===== config.mk =====
export PLATFORM = sky130hd
export DESIGN_NAME = utf8_punctuation_splitter_top
export DESIGN_NICKNAME = d
export VERILOG_FILES = /design/src/rtl/ups_pkg.sv /design/src/rtl/utf8_punctuation_splitter_top.sv /design/src/rtl/ups_front.sv /design/src/rtl/ups_queue.sv /design/src/rtl/ups_back.sv
export SDC_FILE = /design/constraint.sdc
export NUM_CORES = 1
export LEC_CHECK = 0
export ABC_CLOCK_PERIOD_IN_PS = 7500
export BUFFER_PORTS_ARGS = -buffer_cell sky130_fd_sc_hd__buf_2
export CORE_UTILIZATION = 65
export CTS_CLUSTER_DIAMETER = 60
export CTS_CLUSTER_SIZE = 40
export DETAILED_ROUTE_END_ITERATION = 7
export GPL_TIMING_DRIVEN = 0
export PLACE_DENSITY = 0.88
export SYNTH_ARGS = -nofsm -noshare
export SYNTH_HDL_FRONTEND = slang
export SYNTH_SLANG_ARGS = --single-unit

===== constraint.sdc =====
create_clock -name clk -period 7.5 [get_ports clk]
set_clock_uncertainty 0.1 [all_clocks]
set_input_delay 1.125 -clock clk [delete_from_list [all_inputs] [get_ports clk]]
set_output_delay 1.125 -clock clk [all_outputs]
set_load 0.02 [all_outputs]

===== src/rtl/ups_pkg.sv =====
`default_nettype none
// ----------------------------------------------------------------------------
// ups_pkg
// Shared types and constants for the UTF-8 punctuation splitter: the result
// bundle that one text byte produces, and the queue sizing default.
// ----------------------------------------------------------------------------
package ups_pkg;

  // Most result words one text byte can produce
  localparam int MaxResults = 5;
  localparam int CntW       = $clog2(MaxResults + 1);

  // Default depth of the bundle queue between front and back
  localparam int QueueDepthDefault = 4;

  // UTF-8 lead byte classes
  localparam logic [7:0] AsciiLimit = 8'h80;
  localparam logic [2:0] Lead2Code  = 3'h6;
  localparam logic [3:0] Lead3Code  = 4'hE;
  localparam logic [4:0] Lead4Code  = 5'h1E;

  // All result words caused by one text byte
  typedef struct packed {
    logic [MaxResults-1:0][7:0] data;      // token bytes, entry 0 first
    logic [MaxResults-1:0]      tok_end;   // token_end per entry
    logic [CntW-1:0]            cnt;       // number of entries, 1..MaxResults
    logic                       marker;    // single marker-only entry
    logic                       text_end;  // last entry closes the text
  } ups_cmd_t;

endpackage : ups_pkg
`default_nettype wire


===== src/rtl/utf8_punctuation_splitter_top.sv =====
`default_nettype none
// ----------------------------------------------------------------------------
// utf8_punctuation_splitter_top
// Splits UTF-8 text into tokens at whitespace and punctuation, one byte per
// word in, token bytes with end marks out.
//
//   channel | dir | handshake                | payload
//   text    | in  | text_valid, text_stall   | text_byte, text_last
//   token   | out | token_valid, token_stall | token_byte, has_byte, token_end, text_end, run_last
//
// The front takes one text word per cycle unless the bundle queue is full.
// Each text word yields 0 to 5 token words; the back emits one per cycle while token_stall is low,
// so output bandwidth sets the sustained rate for bursty text.
// A token word is offered only after its text word has passed through the bundle queue and the output register.
// Reset (rst, synchronous) empties the queue and clears token state.
// token_stall backs up into the queue only; text_stall rises when it is full.
// ----------------------------------------------------------------------------
module utf8_punctuation_splitter_top #(
  parameter int QueueDepth = ups_pkg::QueueDepthDefault
) (
  input  wire logic       clk,
  input  wire logic       rst,
  input  wire logic       text_valid,
  output logic            text_stall,
  input  wire logic [7:0] text_byte,
  input  wire logic       text_last,
  output logic            token_valid,
  input  wire logic       token_stall,
  output logic [7:0]      token_byte,
  output logic            has_byte,
  output logic            token_end,
  output logic            text_end,
  output logic            run_last
);
  import ups_pkg::*;

  logic     q_full, push, pop, head_valid;
  ups_cmd_t push_cmd, head_cmd;

  assign text_stall = q_full;

  ups_front u_front (
    .clk        (clk),
    .rst        (rst),
    .text_valid (text_valid),
    .text_byte  (text_byte),
    .text_last  (text_last),
    .q_full     (q_full),
    .push       (push),
    .cmd        (push_cmd)
  );

  ups_queue #(
    .Depth (QueueDepth)
  ) u_queue (
    .clk        (clk),
    .rst        (rst),
    .push       (push),
    .push_cmd   (push_cmd),
    .pop        (pop),
    .full       (q_full),
    .head_valid (head_valid),
    .head_cmd   (head_cmd)
  );

  ups_back u_back (
    .clk         (clk),
    .rst         (rst),
    .head_valid  (head_valid),
    .head_cmd    (head_cmd),
    .pop         (pop),
    .token_valid (token_valid),
    .token_stall (token_stall),
    .token_byte  (token_byte),
    .has_byte    (has_byte),
    .token_end   (token_end),
    .text_end    (text_end),
    .run_last    (run_last)
  );

endmodule : utf8_punctuation_splitter_top
`default_nettype wire


===== src/rtl/ups_front.sv =====
`default_nettype none
// ----------------------------------------------------------------------------
// ups_front
// Accepts text bytes, tracks the open token and any pending multi-byte
// sequence, and turns each byte that yields result words into one bundle of them.
// ----------------------------------------------------------------------------
module ups_front (
  input  wire logic            clk,
  input  wire logic            rst,
  input  wire logic            text_valid,
  input  wire logic [7:0]      text_byte,
  input  wire logic            text_last,
  input  wire logic            q_full,
  output logic                 push,
  output ups_pkg::ups_cmd_t    cmd
);
  import ups_pkg::*;

  // C-locale whitespace
  function automatic logic is_space(input logic [7:0] c);
    return (c == 8'h20) || (c >= 8'h09 && c <= 8'h0D);
  endfunction

  // C-locale punctuation
  function automatic logic is_punct(input logic [7:0] c);
    return (c >= 8'h21 && c <= 8'h2F) || (c >= 8'h3A && c <= 8'h40) ||
           (c >= 8'h5B && c <= 8'h60) || (c >= 8'h7B && c <= 8'h7E);
  endfunction

  // State; a token is open exactly when a held byte is valid
  logic       held_valid, held_valid_next;
  logic [7:0] held_byte, held_byte_next;
  logic [1:0] pend_total, pend_total_next;
  logic [1:0] pend_count, pend_count_next;
  logic [7:0] pend_bytes [3];

  logic       accept;
  logic       pb_we;
  logic [1:0] pb_idx;

  assign accept = text_valid && !q_full;

  // Classify the byte and build its result bundle
  always_comb begin
    logic [CntW-1:0] n;
    logic [1:0]      need;
    ups_cmd_t        c;
    c               = '0;
    n               = '0;
    need            = 2'd0;
    held_valid_next = held_valid;
    held_byte_next  = held_byte;
    pend_total_next = pend_total;
    pend_count_next = pend_count;
    pb_we           = 1'b0;
    pb_idx          = 2'd0;

    if (pend_total != 2'd0) begin
      if (({1'b0, pend_count} + 3'd1) >= {1'b0, pend_total}) begin
        // sequence complete: release held byte and the sequence
        if (held_valid) begin
          c.data[n] = held_byte;
          n = n + 1'b1;
        end
        for (int i = 0; i < 3; i++) begin
          if (2'(i) <= pend_count) begin
            c.data[n] = pend_bytes[i];
            n = n + 1'b1;
          end
        end
        held_byte_next  = text_byte;
        held_valid_next = 1'b1;
        pend_total_next = 2'd0;
        pend_count_next = 2'd0;
      end else begin
        // any byte counts as a continuation
        pb_we           = 1'b1;
        pb_idx          = pend_count + 2'd1;
        pend_count_next = pend_count + 2'd1;
      end
    end else if (text_byte < AsciiLimit) begin
      if (is_space(text_byte) || is_punct(text_byte)) begin
        if (held_valid) begin
          c.data[n]    = held_byte;
          c.tok_end[n] = 1'b1;
          n = n + 1'b1;
        end
        held_valid_next = 1'b0;
        if (is_punct(text_byte)) begin
          c.data[n]    = text_byte;
          c.tok_end[n] = 1'b1;
          n = n + 1'b1;
        end
      end else begin
        if (held_valid) begin
          c.data[n] = held_byte;
          n = n + 1'b1;
        end
        held_byte_next  = text_byte;
        held_valid_next = 1'b1;
      end
    end else begin
      // lead byte length
      if (text_byte[7:5] == Lead2Code)      need = 2'd1;
      else if (text_byte[7:4] == Lead3Code) need = 2'd2;
      else if (text_byte[7:3] == Lead4Code) need = 2'd3;
      if (need == 2'd0) begin
        // invalid lead: kept only inside a token
        if (held_valid) begin
          c.data[n] = held_byte;
          n = n + 1'b1;
          held_byte_next = text_byte;
        end
      end else begin
        pend_total_next = need;
        pend_count_next = 2'd0;
        pb_we           = 1'b1;
        pb_idx          = 2'd0;
      end
    end

    // End of text: flush held byte, drop a cut-short sequence
    if (text_last) begin
      if (held_valid_next) begin
        c.data[n]    = held_byte_next;
        c.tok_end[n] = 1'b1;
        n = n + 1'b1;
      end
      held_valid_next = 1'b0;
      pend_total_next = 2'd0;
      pend_count_next = 2'd0;
      if (n == '0) begin
        c.marker = 1'b1;
        n = n + 1'b1;
      end
      c.text_end = 1'b1;
    end

    c.cnt = n;
    cmd   = c;
    push  = accept && (n != '0);
  end

  // State registers
  always_ff @(posedge clk) begin
    if (rst) begin
      held_valid <= 1'b0;
      pend_total <= 2'd0;
      pend_count <= 2'd0;
    end else if (accept) begin
      held_valid <= held_valid_next;
      pend_total <= pend_total_next;
      pend_count <= pend_count_next;
    end
  end

  // Payload registers
  always_ff @(posedge clk) begin
    if (accept) begin
      held_byte <= held_byte_next;
      if (pb_we) pend_bytes[pb_idx] <= text_byte;
    end
  end

  // Final byte leaves nothing behind
  a_last_clears: assert property (@(posedge clk) disable iff (rst)
    accept && text_last |=> !held_valid && pend_total == 2'd0)
    else $error("state not cleared after final byte");

  // A final byte always produces at least one word
  a_last_pushes: assert property (@(posedge clk) disable iff (rst)
    accept && text_last |-> push)
    else $error("final byte produced no word");

endmodule : ups_front
`default_nettype wire


===== src/rtl/ups_queue.sv =====
`default_nettype none
// ----------------------------------------------------------------------------
// ups_queue
// Short queue of result bundles between the front and the back.
// ----------------------------------------------------------------------------
module ups_queue #(
  parameter int Depth = ups_pkg::QueueDepthDefault
) (
  input  wire logic               clk,
  input  wire logic               rst,
  input  wire logic               push,
  input  wire ups_pkg::ups_cmd_t  push_cmd,
  input  wire logic               pop,
  output logic                    full,
  output logic                    head_valid,
  output ups_pkg::ups_cmd_t       head_cmd
);
  import ups_pkg::*;

  localparam int PtrW = (Depth > 1) ? $clog2(Depth) : 1;
  localparam int CntQ = $clog2(Depth + 1);

  ups_cmd_t         entries [Depth];
  logic [PtrW-1:0]  wr_ptr, rd_ptr;
  logic [CntQ-1:0]  count;

  assign full       = (count == CntQ'(Depth));
  assign head_valid = (count != '0);
  assign head_cmd   = entries[rd_ptr];

  // Pointers and fill count
  always_ff @(posedge clk) begin
    if (rst) begin
      wr_ptr <= '0;
      rd_ptr <= '0;
      count  <= '0;
    end else begin
      if (push) wr_ptr <= (wr_ptr == PtrW'(Depth - 1)) ? '0 : wr_ptr + 1'b1;
      if (pop)  rd_ptr <= (rd_ptr == PtrW'(Depth - 1)) ? '0 : rd_ptr + 1'b1;
      if (push && !pop)      count <= count + 1'b1;
      else if (!push && pop) count <= count - 1'b1;
    end
  end

  // Storage
  always_ff @(posedge clk) begin
    if (push) entries[wr_ptr] <= push_cmd;
  end

  a_no_overflow: assert property (@(posedge clk) disable iff (rst)
    push |-> !full)
    else $error("push into full queue");

  a_no_underflow: assert property (@(posedge clk) disable iff (rst)
    pop |-> head_valid)
    else $error("pop from empty queue");

endmodule : ups_queue
`default_nettype wire


===== src/rtl/ups_back.sv =====
`default_nettype none
// ----------------------------------------------------------------------------
// ups_back
// Walks the head bundle into the output register, one entry per cycle while the output is not stalled.
// ----------------------------------------------------------------------------
module ups_back (
  input  wire logic               clk,
  input  wire logic               rst,
  input  wire logic               head_valid,
  input  wire ups_pkg::ups_cmd_t  head_cmd,
  output logic                    pop,
  output logic                    token_valid,
  input  wire logic               token_stall,
  output logic [7:0]              token_byte,
  output logic                    has_byte,
  output logic                    token_end,
  output logic                    text_end,
  output logic                    run_last
);
  import ups_pkg::*;

  logic [CntW-1:0] idx;
  logic            load;
  logic            is_last;

  assign load    = head_valid && (!token_valid || !token_stall);
  assign is_last = (idx == head_cmd.cnt - 1'b1);
  assign pop     = load && is_last;

  // Output valid and entry index
  always_ff @(posedge clk) begin
    if (rst) begin
      token_valid <= 1'b0;
      idx         <= '0;
    end else if (load) begin
      token_valid <= 1'b1;
      idx         <= is_last ? '0 : idx + 1'b1;
    end else if (!token_stall) begin
      token_valid <= 1'b0;
    end
  end

  // Output word
  always_ff @(posedge clk) begin
    if (load) begin
      token_byte <= head_cmd.data[idx];
      has_byte   <= !head_cmd.marker;
      token_end  <= head_cmd.tok_end[idx];
      text_end   <= is_last && head_cmd.text_end;
      run_last   <= is_last;
    end
  end

  // A marker word is always the whole result of a final byte
  a_marker_alone: assert property (@(posedge clk) disable iff (rst)
    token_valid && !has_byte |-> run_last && text_end && !token_end)
    else $error("marker word not alone at text end");

  // Index stays inside the head bundle
  a_idx_range: assert property (@(posedge clk) disable iff (rst)
    head_valid |-> idx < head_cmd.cnt)
    else $error("entry index beyond bundle");

endmodule : ups_back
`default_nettype wire


==> results of run 1 <==
-- path summary, 6_finish.rpt --
check                                              to  cells past startpoint  slack, ns                   from
worst min register to register  u_front.pend_total[1]                      2       0.44  u_front.pend_total[1]
worst min-delay path            u_front.pend_total[1]                      2       0.44  u_front.pend_total[1]
worst max register to register       u_queue.count[2]                     17       2.47                   flop
worst max-delay path                 u_queue.count[2]                     17       2.47                   flop
-- worst max-delay path: stages (launching register included) --
cell	delay (ns)
dfxtp_1	0.32
clkbuf_1	0.32
buf_1	0.67
buf_2	0.51
mux4_2	0.55
inv_1	0.10
ha_1	0.18
xnor2_1	0.16
xnor2_1	0.16
nor3_1	0.09
and2_1	0.21
inv_1	0.17
ha_1	0.23
inv_1	0.08
fa_1	0.43
xor2_1	0.17
or3_1	0.32
a21oi_1	0.17
-- through the flow --
step                power [mW]  std cells  area (um^2)  setup WS (ns)
floorplan                 2.41        790        11800           2.97
global placement          2.60       1041        12200           1.87
detailed placement        2.67       1045        12300           2.53
CTS                       3.70       1073        12900           2.45
global route              3.81       1073        12900           2.18
finish                    3.70       1073        12900           2.47
-- registers in the layout, summed over array words and instances (netlist names), named ones only --
| name | cells |
|---|---|
| u_queue.rd_ptr | 2 |
| u_back.idx | 3 |
| u_back.text_end | 1 |
| u_back.token_end | 1 |
| u_front.pend_bytes | 24 |
| u_front.pend_total | 2 |
| u_front.held_byte | 8 |
| u_back.token_valid | 1 |
| u_front.held_valid | 1 |
| u_back.run_last | 1 |
| u_queue.entries | 200 |
| u_queue.wr_ptr | 2 |
| u_back.token_byte | 8 |
| u_front.pend_count | 2 |
| u_queue.count | 3 |
| u_back.has_byte | 1 |
-- cells by family (layout without fill, tap and decap cells) --
logic type / Yosys count / in the layout / share of synthesized area, %
buffers and inverters: 70 / 128 / 2.49
flip-flops: 262 / 262 / 65.1
AND/OR/NAND/NOR: 187 / 187 / 7.45
adder cells (fa/ha/maj): 20 / 20 / 2.25
multiplexers: 112 / 112 / 14.8
AO/OA/AOI/OAI: 128 / 128 / 7.08
XOR/XNOR: 11 / 11 / 0.816
-- cell usage after synthesis (all sizes together), types with 18 or more instances --
library cell  count  area share, %
edfxtp          244             62
nand2            60            1.9
nor2             64            2.0
mux2i            60            5.1
clkbuf           22           0.70
inv              27           0.88
a21oi            38            1.6
o21ai            34            1.5
buf              21           0.91
dfxtp            18            3.1
ha               18            1.9
mux4             50            9.5
-- routing by layer --
| layer | up-vias | wire (um) |
|---|---|---|
| li1 | 3156 | - |
| met1 | 3724 | 11100 |
| met2 | 497 | 14100 |
| met4 | 0 | 929 |
| met3 | 85 | 2470 |
| met5 | - | 0 |
-- cell type report --
| type | count | area [um^2] | share of cell area (%) |
|---|---|---|---|
| Multi-Input combinational cell | 458 | 3840 | 29.7 |
| Clock buffer | 16 | 400 | 3.10 |
| Sequential cell | 262 | 7690 | 59.4 |
| Tap cell | 225 | 282 | 2.18 |
| Clock inverter | 12 | 218 | 1.68 |
| Buffer | 43 | 190 | 1.47 |
| Inverter | 27 | 104 | 0.803 |
| Timing Repair Buffer | 30 | 210 | 1.62 |
-- where the power goes --
group	leakage (nW)	total [mW]	switching [mW]	internal, mW
clock network	0.295	1.04	0.561	0.481
registers	2.36	1.83	0.0617	1.77
logic	1.71	0.822	0.502	0.321
total	4.36	3.70	1.12	2.57
==> impl_metrics.toml, run 1 <==
[run_status]
status = "finished clean"

[global_route]
use_met3_pct = 4.07
grt_pass1_wl_mm = 42.8
overflow = 0
antenna_found_initial = 0
grt_use_total_pct = 31.8
grt_use_met1_pct = 44.0
grtUsageMet2_pct = 53.1
grt_pass1_vias = 7149
grt-busiest-layer = "met2"
grt_max_degree = 36

[timing]
min_period_ns = 5.03
slew_violations = 0
max_freq_mhz = 199
worst_pin_slew_ns = 1.14
rsz0062_at_grt = "no"
finalSetupViolCount = 0
finalHoldViolCount = 0
tns_ns = 0
period_share_pct = 67.0
hold_ws_ns = 0.443
slew_headroom_pct = 23.5

[clocking]
numCtsBuffers = 16
htree_levels = 1
cts_root_buffer = "clkbuf_16"
postCtsSetupBuffers = 0
ctsResizeCount = 0
cts_buffer_depth = 3
cts_tree = "built"
postCtsHoldBufs = 0
clock_latency_ns = 0.51
clock-sinks = 262
clk_pin_slew_worst_paths_ns = 0.10

[floorplanning]
core_area_um2 = 17500
die_area_um2 = 18700
ioPinCount = 27
die_width_um = 137
die_h_um = 137
num_rows = 48
initial_core_util_pct = 67.4

[worst_setup_path]
crit_type = "flop to flop"
cp-end-kind = "flop"
crit_path_max_fanout = 10
cp_data_arrival_time_ns = 5.36
crit_required_ns = 7.84
start_kind = "flop"

[drt]
drc_errors = 0
vias_per_cell = 6.95
wirelength_mm = 28.7
postRouteAntennaNets = 0
num_vias = 7462
drt_iter0_drc = 861
wl_per_cell_um = 26.7
dr.pass1.iters = 5

[yosys]
ys.flop_type = "edfxtp_1"
ys_warn_count = 0
yosysSeqAreaShare_pct = 65.1
netlist_instances = 790
synth_edf_count = 244
ys_ff_latch = 262
syn_area_um2 = 11800
syn_nets = 823
synth-async-reset-ratio_pct = 0
syn_area_per_cell_um2 = 15.0
synth_cell_types = 66

[power_and_ir_drop]
p_per_area_nw_per_um2 = 286
ir_drop_mv = 0.312
p_leak_nw = 4.36

[worst_hold_path]
hold_path_class = "flop to flop"

[cells_and_area]
finish.utilization_pct = 73.8
areaGrowthSynthToFinish_pct = 9.52
final_common_cell = "edfxtp_1"
drive_above_1_share_pct = 16.5
final_cell_mix = "edfxtp_1 (244), nor2_1 (64), mux2i_1 (60)"
nets = 871
antennaDiodeCount = 0
fill_cells = 1058

[place]
place_congestion = 0.949
dp_hpwl_mm = 19.7
port_buffers = 26

[run]
cap_violations = 0
Note: power is estimated with default switching activity, not from simulation.
==> run 2, diff against run 1 <==
--- a/config.mk
+++ b/config.mk
@@ -5,14 +5,14 @@
 export SDC_FILE = /design/constraint.sdc
 export NUM_CORES = 1
 export LEC_CHECK = 0
-export ABC_CLOCK_PERIOD_IN_PS = 7500
+export ABC_CLOCK_PERIOD_IN_PS = 4500
 export BUFFER_PORTS_ARGS = -buffer_cell sky130_fd_sc_hd__buf_2
-export CORE_UTILIZATION = 65
+export CORE_UTILIZATION = 56
 export CTS_CLUSTER_DIAMETER = 60
 export CTS_CLUSTER_SIZE = 40
 export DETAILED_ROUTE_END_ITERATION = 7
 export GPL_TIMING_DRIVEN = 0
-export PLACE_DENSITY = 0.88
+export PLACE_DENSITY = 0.81
 export SYNTH_ARGS = -nofsm -noshare
 export SYNTH_HDL_FRONTEND = slang
 export SYNTH_SLANG_ARGS = --single-unit
==> constraint.sdc (replaced) <==
create_clock -name clk -period 4.5 [get_ports clk]
set_clock_uncertainty 0.1 [all_clocks]
set_input_delay 0.675 -clock clk [delete_from_list [all_inputs] [get_ports clk]]
set_output_delay 0.675 -clock clk [all_outputs]
set_load 0.02 [all_outputs]
==> run 2 against run 1 <==
  * Critical endpoint is now u_queue.entries[1][1]
  * First-iteration DRC count fell by 13%
  * Fmax rose by 19%
  * Cell area is 1.1% higher
  * Critical path depth down 5
  * Clock power grew 73%
  * Register-to-register slack worse by 2.2 ns
  * Clock-buffer cell count up 2
  * Core utilization fell by 9.8 points
  * Final cell count grew 4.5%
  * Sequential share of layout area decreased by 0.64 points
  * Die area grew 16%
==> impl_metrics.toml, run 2 (synthesized netlist as in run 1, its figures left out) <==
[run_status]
status = "finished clean"

[clocking]
numCtsBuffers = 17
postCtsHoldBufs = 0
htree_levels = 1
clk_pin_slew_worst_paths_ns = 0.10
clock_latency_ns = 0.51
cts_buffer_depth = 3
cts_root_buffer = "clkbuf_16"
cts_tree = "built"
clock-sinks = 262

[cells_and_area]
largest_reg_flops = 200
final_common_cell = "edfxtp_1"
largest_registers = "u_queue.entries: 200 flops, u_front.pend_bytes: 24 flops"
nets = 873
stdcell_count = 1121
regArea_um2 = 7690
antennaDiodeCount = 0
drive_above_1_share_pct = 17.3
final_cell_mix = "edfxtp_1 (244), nor2_1 (63), mux2i_1 (60)"
max_flop_register = "u_queue.entries"
areaGrowthSynthToFinish_pct = 10.7
fill_cells = 1471
multi_input_area_um2 = 3850

[floorplanning]
die_area_um2 = 21700
die_width_um = 147
initial_core_util_pct = 57.8
ioPinCount = 27
core_area_um2 = 20400
die_h_um = 147
num_rows = 52

[place]
place_congestion = 0.895
placedCellCount = 1091
dp_hpwl_mm = 17.9
port_buffers = 26

[drt]
wirelength_mm = 25.8
vias_per_cell = 6.25
drc_errors = 0
drt_iter0_drc = 746
dr.pass1.iters = 5
num_vias = 7001
postRouteAntennaNets = 0
wl_per_cell_um = 23.1

[worst_setup_path]
crit_type = "flop to flop"
start_kind = "flop"
r2r-start = "u_front.pend_count[1]"
critical-path-max-stage-delay_ns = 0.51
path_buf_inv = 2
path_cells = "clkbuf_1 -> inv_1 -> fa_1 -> o31ai_2 -> a31oi_1 -> and4_4 -> a311oi_4 -> ha_1 -> xor2_1 -> nor2_1 -> nand3_1 -> a21oi_1"
crit_required_ns = 4.65
r2r_cells = 12
crit_path_max_fanout = 10
cpMaxStageDelayCell = "fa_1"
cp_data_arrival_time_ns = 4.37
cp-end-kind = "flop"
r2r_setup_slack_ns = 0.28
crit_family = "compound AO/OA/AOI/OAI gates"
worstReg2RegEnd = "u_queue.entries[1][1]"

[timing]
finalHoldViolCount = 0
rsz0062_at_grt = "no"
period_share_pct = 93.8
min_period_ns = 4.22
finalSetupViolCount = 0
slew_headroom_pct = 23.6
hold_ws_ns = 0.270
max_freq_mhz = 237
worst_pin_slew_ns = 1.14
slew_violations = 0

[power_and_ir_drop]
power_mw = 6.17
p_per_area_nw_per_um2 = 472
p_leak_nw = 4.41
ir_drop_mv = 0.362

[worst_hold_path]
hold_start = "text_byte[6]"
min_path_cells = 1
hold_end = "u_front.pend_bytes[1][6]"
hold_path_class = "input pin to flop"

[global_route]
antenna_found_initial = 0
overflow = 0
grt_pass1_vias = 6822
grt_use_total_pct = 24.5
grt_max_degree = 36
grt_pass1_wl_mm = 39.7

[run]
cap_violations = 0
## run 2: changes by cell type in the layout (fill, tap and decap cells not counted), sizes merged
cell,change
clkbuf,+3
clkinv,+2
inv,-2
## run 2: how the worst max path moves through the flow
| stage | from | end | slack (ns) | cells after the start |
|---|---|---|---|---|
| after global placement | u_front.pend_count[1] | u_queue.entries[3][8] | -0.92 | 8 |
| after CTS | u_front.pend_count[1] | u_queue.count[2] | 0.07 | 14 |
| after detailed placement | flop | u_queue.count[2] | -0.27 | 17 |
| final | u_front.pend_count[1] | u_queue.entries[1][1] | 0.28 | 12 |
| after global routing | u_front.pend_count[1] | u_queue.count[2] | 0.04 | 14 |
| after floorplan | u_front.pend_count[1] | u_queue.entries[0][0] | 0.42 | 8 |
## run 2: repair_timing
action / 4_1_cts / 5_1_grt
resized for setup: 3 / 5
endpoints found under the hold margin: 0 / 0
setup buffers: 0 / 0
setup endpoints to repair: 2 / 66
## run 2: per-stage QoR
stage | TNS [ns] | setup slack, ns | cell area [um^2] | util, %
after floorplan | 0 | 0.417 | 11800 | -
after global placement | -179.89 | -0.920 | 12300 | 60.1
after detailed placement | -0.402 | -0.267 | 12400 | 60.6
after CTS | 0 | 0.0686 | 13100 | 64.0
after global routing | 0 | 0.0421 | 13100 | 64.0
final | 0 | 0.278 | 13100 | 64.0
## run 2: layer usage
| metal | routed length, um | share of wire [%] | global-route usage [%] |
|---|---|---|---|
| met3 | 1690 | 6.5 | 3.32 |
| met4 | 541 | 2.1 | 6.08 |
| met1 | 11000 | 42 | 34.7 |
| met2 | 12600 | 49 | 40.5 |
| met5 | 0 | 0 | 0 |
## run 2: area by class of cell
cell class / count / area share (%)
flip-flops and latches: 262 / 58.8
clock inverters: 12 / 1.86
well taps: 270 / 2.58
multi-input cells: 458 / 29.5
inverters: 27 / 0.794
repair buffers: 31 / 1.72
clock buffers: 18 / 3.28
plain buffers: 43 / 1.52
## run 2: power breakdown
| group | internal, mW | leakage, nW | switching [mW] | total [mW] |
|---|---|---|---|---|
| Combinational | 0.552 | 1.73 | 0.787 | 1.34 |
| Sequential | 2.95 | 2.36 | 0.0898 | 3.04 |
| Clock | 0.850 | 0.317 | 0.948 | 1.80 |
==> run 3, diff against run 2 <==
--- a/config.mk
+++ b/config.mk
@@ -13,6 +13,7 @@
 export DETAILED_ROUTE_END_ITERATION = 7
 export GPL_TIMING_DRIVEN = 0
 export PLACE_DENSITY = 0.81
+export REMOVE_ABC_BUFFERS = 1
 export SYNTH_ARGS = -nofsm -noshare
 export SYNTH_HDL_FRONTEND = slang
 export SYNTH_SLANG_ARGS = --single-unit
==> run 3 against run 2 <==
  * Combinational power decreased by 10%
  * Critical path depth decreased by 4
  * Total power decreased by 2.8%
  * Critical path type unchanged
  * Critical endpoint is now u_queue.entries[0][35]
==> impl_metrics.toml, run 3 (synthesized netlist as in run 1, its figures left out) <==
[global_route]
grt_max_degree = 32
overflow = 0
grt_pass1_wl_mm = 38.8
grt_pass1_vias = 7017
grt_use_total_pct = 23.8
antenna_found_initial = 0

[timing]
finalHoldViolCount = 0
hold_ws_ns = 0.356
worst_pin_slew_ns = 1.41
max_freq_mhz = 237
rsz0062_at_grt = "no"
setup_ws_ns = 0.289
tns_ns = 0
slew_violations = 0
finalSetupViolCount = 0
slew_headroom_pct = 5.70
period_share_pct = 93.6
min_period_ns = 4.21

[clocking]
htree_levels = 1
clk_pin_slew_worst_paths_ns = 0.08
clock-sinks = 262
cts_buffer_depth = 3
cts_root_buffer = "clkbuf_16"
postCtsHoldBufs = 0
cts_tree = "built"
clock_latency_ns = 0.50
numCtsBuffers = 17

[drt]
wl_per_cell_um = 23.2
drt_iter0_drc = 694
dr.pass1.iters = 5
wirelength_mm = 25.2
num_vias = 6956
vias_per_cell = 6.41
drc_errors = 0
postRouteAntennaNets = 0

[worst_setup_path]
start_kind = "flop"
crit_start = "u_front.pend_count[1]"
crit_required_ns = 4.62
cp-end-kind = "flop"
crit_type = "flop to flop"
r2r-start = "u_front.pend_count[1]"
crit_path_max_fanout = 17
cp_data_arrival_time_ns = 4.33

[power_and_ir_drop]
p_sw_share_pct = 27.7
switching_power_mw = 1.66
comb_power_share_pct = 20.0
power_frac_seq_pct = 52.4
pwr-share-clk_pct = 27.6
p_int_mw = 4.34
p_leak_nw = 4.34
ir_drop_mv = 0.370
p_per_area_nw_per_um2 = 464
power_mw = 6.00

[floorplanning]
die_area_um2 = 21700
die_width_um = 147
num_rows = 52
ioPinCount = 27
die_h_um = 147
core_area_um2 = 20400
initial_core_util_pct = 57.8

[place]
port_buffers = 26
dp_hpwl_mm = 15.8
place_congestion = 0.908
dp_slack_ns = -0.454

[cells_and_area]
drive_above_1_share_pct = 17.7
nets = 837
areaGrowthSynthToFinish_pct = 9.47
finish.utilization_pct = 63.3
largest_reg_flops = 200
largest_registers = "u_queue.entries: 200 flops, u_front.pend_bytes: 24 flops"
final_cell_mix = "edfxtp_1 (244), nor2_1 (62), mux2i_1 (60)"
max_flop_register = "u_queue.entries"
final_common_cell = "edfxtp_1"

[run_status]
status = "finished clean"

[worst_hold_path]
hold_path_class = "input pin to flop"
hold_start = "token_stall"

[run]
cap_violations = 0
==> run 3: cell types whose count changed in the layout (fill, tap and decap cells not counted), sizes merged <==
cell	change
buf	-13
clkbuf	-20
clkinv	-3
diode	+2
inv	-1
==> run 3: timing repair <==
item                                    in CTS  in global routing
resized for setup                            2                  2
endpoints found under the hold margin        0                  0
buffers inserted                             0                  2
endpoints found under the setup margin     278                205
==> run 3: final cells by class <==
class                   instances  area, um^2
flip-flops and latches        262        7690
fillers                      1446        7500
multi-input cells             458        3880
clock buffers                  21         475
well taps                     270         338
repair buffers                 38         330
inverters                      27         104
clock inverters                 8         103
diodes                          2        5.00
==> run 3: per-stage QoR <==
stage / cell area [um^2] / std cells
global route: 12900 / 1084
finish: 12900 / 1086
CTS: 12900 / 1082
floorplan: 11600 / 747
global placement: 12100 / 1043
detailed placement: 12300 / 1053
==> run 3: path summary, 6_finish.rpt <==
kind                                               end  slack (ns)  cells after the start
worst max register to register  u_queue.entries[0][35]        0.29                      8
worst max-delay path            u_queue.entries[0][35]        0.29                      8
worst min-delay path                u_back.token_valid        0.36                      3
worst min register to register      u_back.token_valid        0.39                      2
==> run 3: power groups by stage <==
stage	Clock, mW	Sequential (mW)	Combinational, mW
floorplan	0	3.25	0.739
global placement	0	3.25	1.08
detailed placement	0	3.20	1.19
CTS	1.68	3.15	1.20
global route	1.76	3.17	1.30
finish	1.66	3.14	1.20
==> run 3: worst max-delay path: stages (launching register included) <==
cell and delay [ns]:
dfxtp_1 0.52, inv_1 0.14, fa_1 0.51, o31a_1 0.39, nor2_4 0.38, a21oi_1 0.26
a311oi_4 0.58, nand2_1 0.45, o21ai_0 0.61
==> run 3: layer usage <==
layer	up-vias	wire (um)	global-route usage, %
met5	-	0	0
met4	0	1160	10.7
met3	78	2130	3.48
met2	345	11800	37.7
met1	3436	10100	33.1
li1	3097	-	-
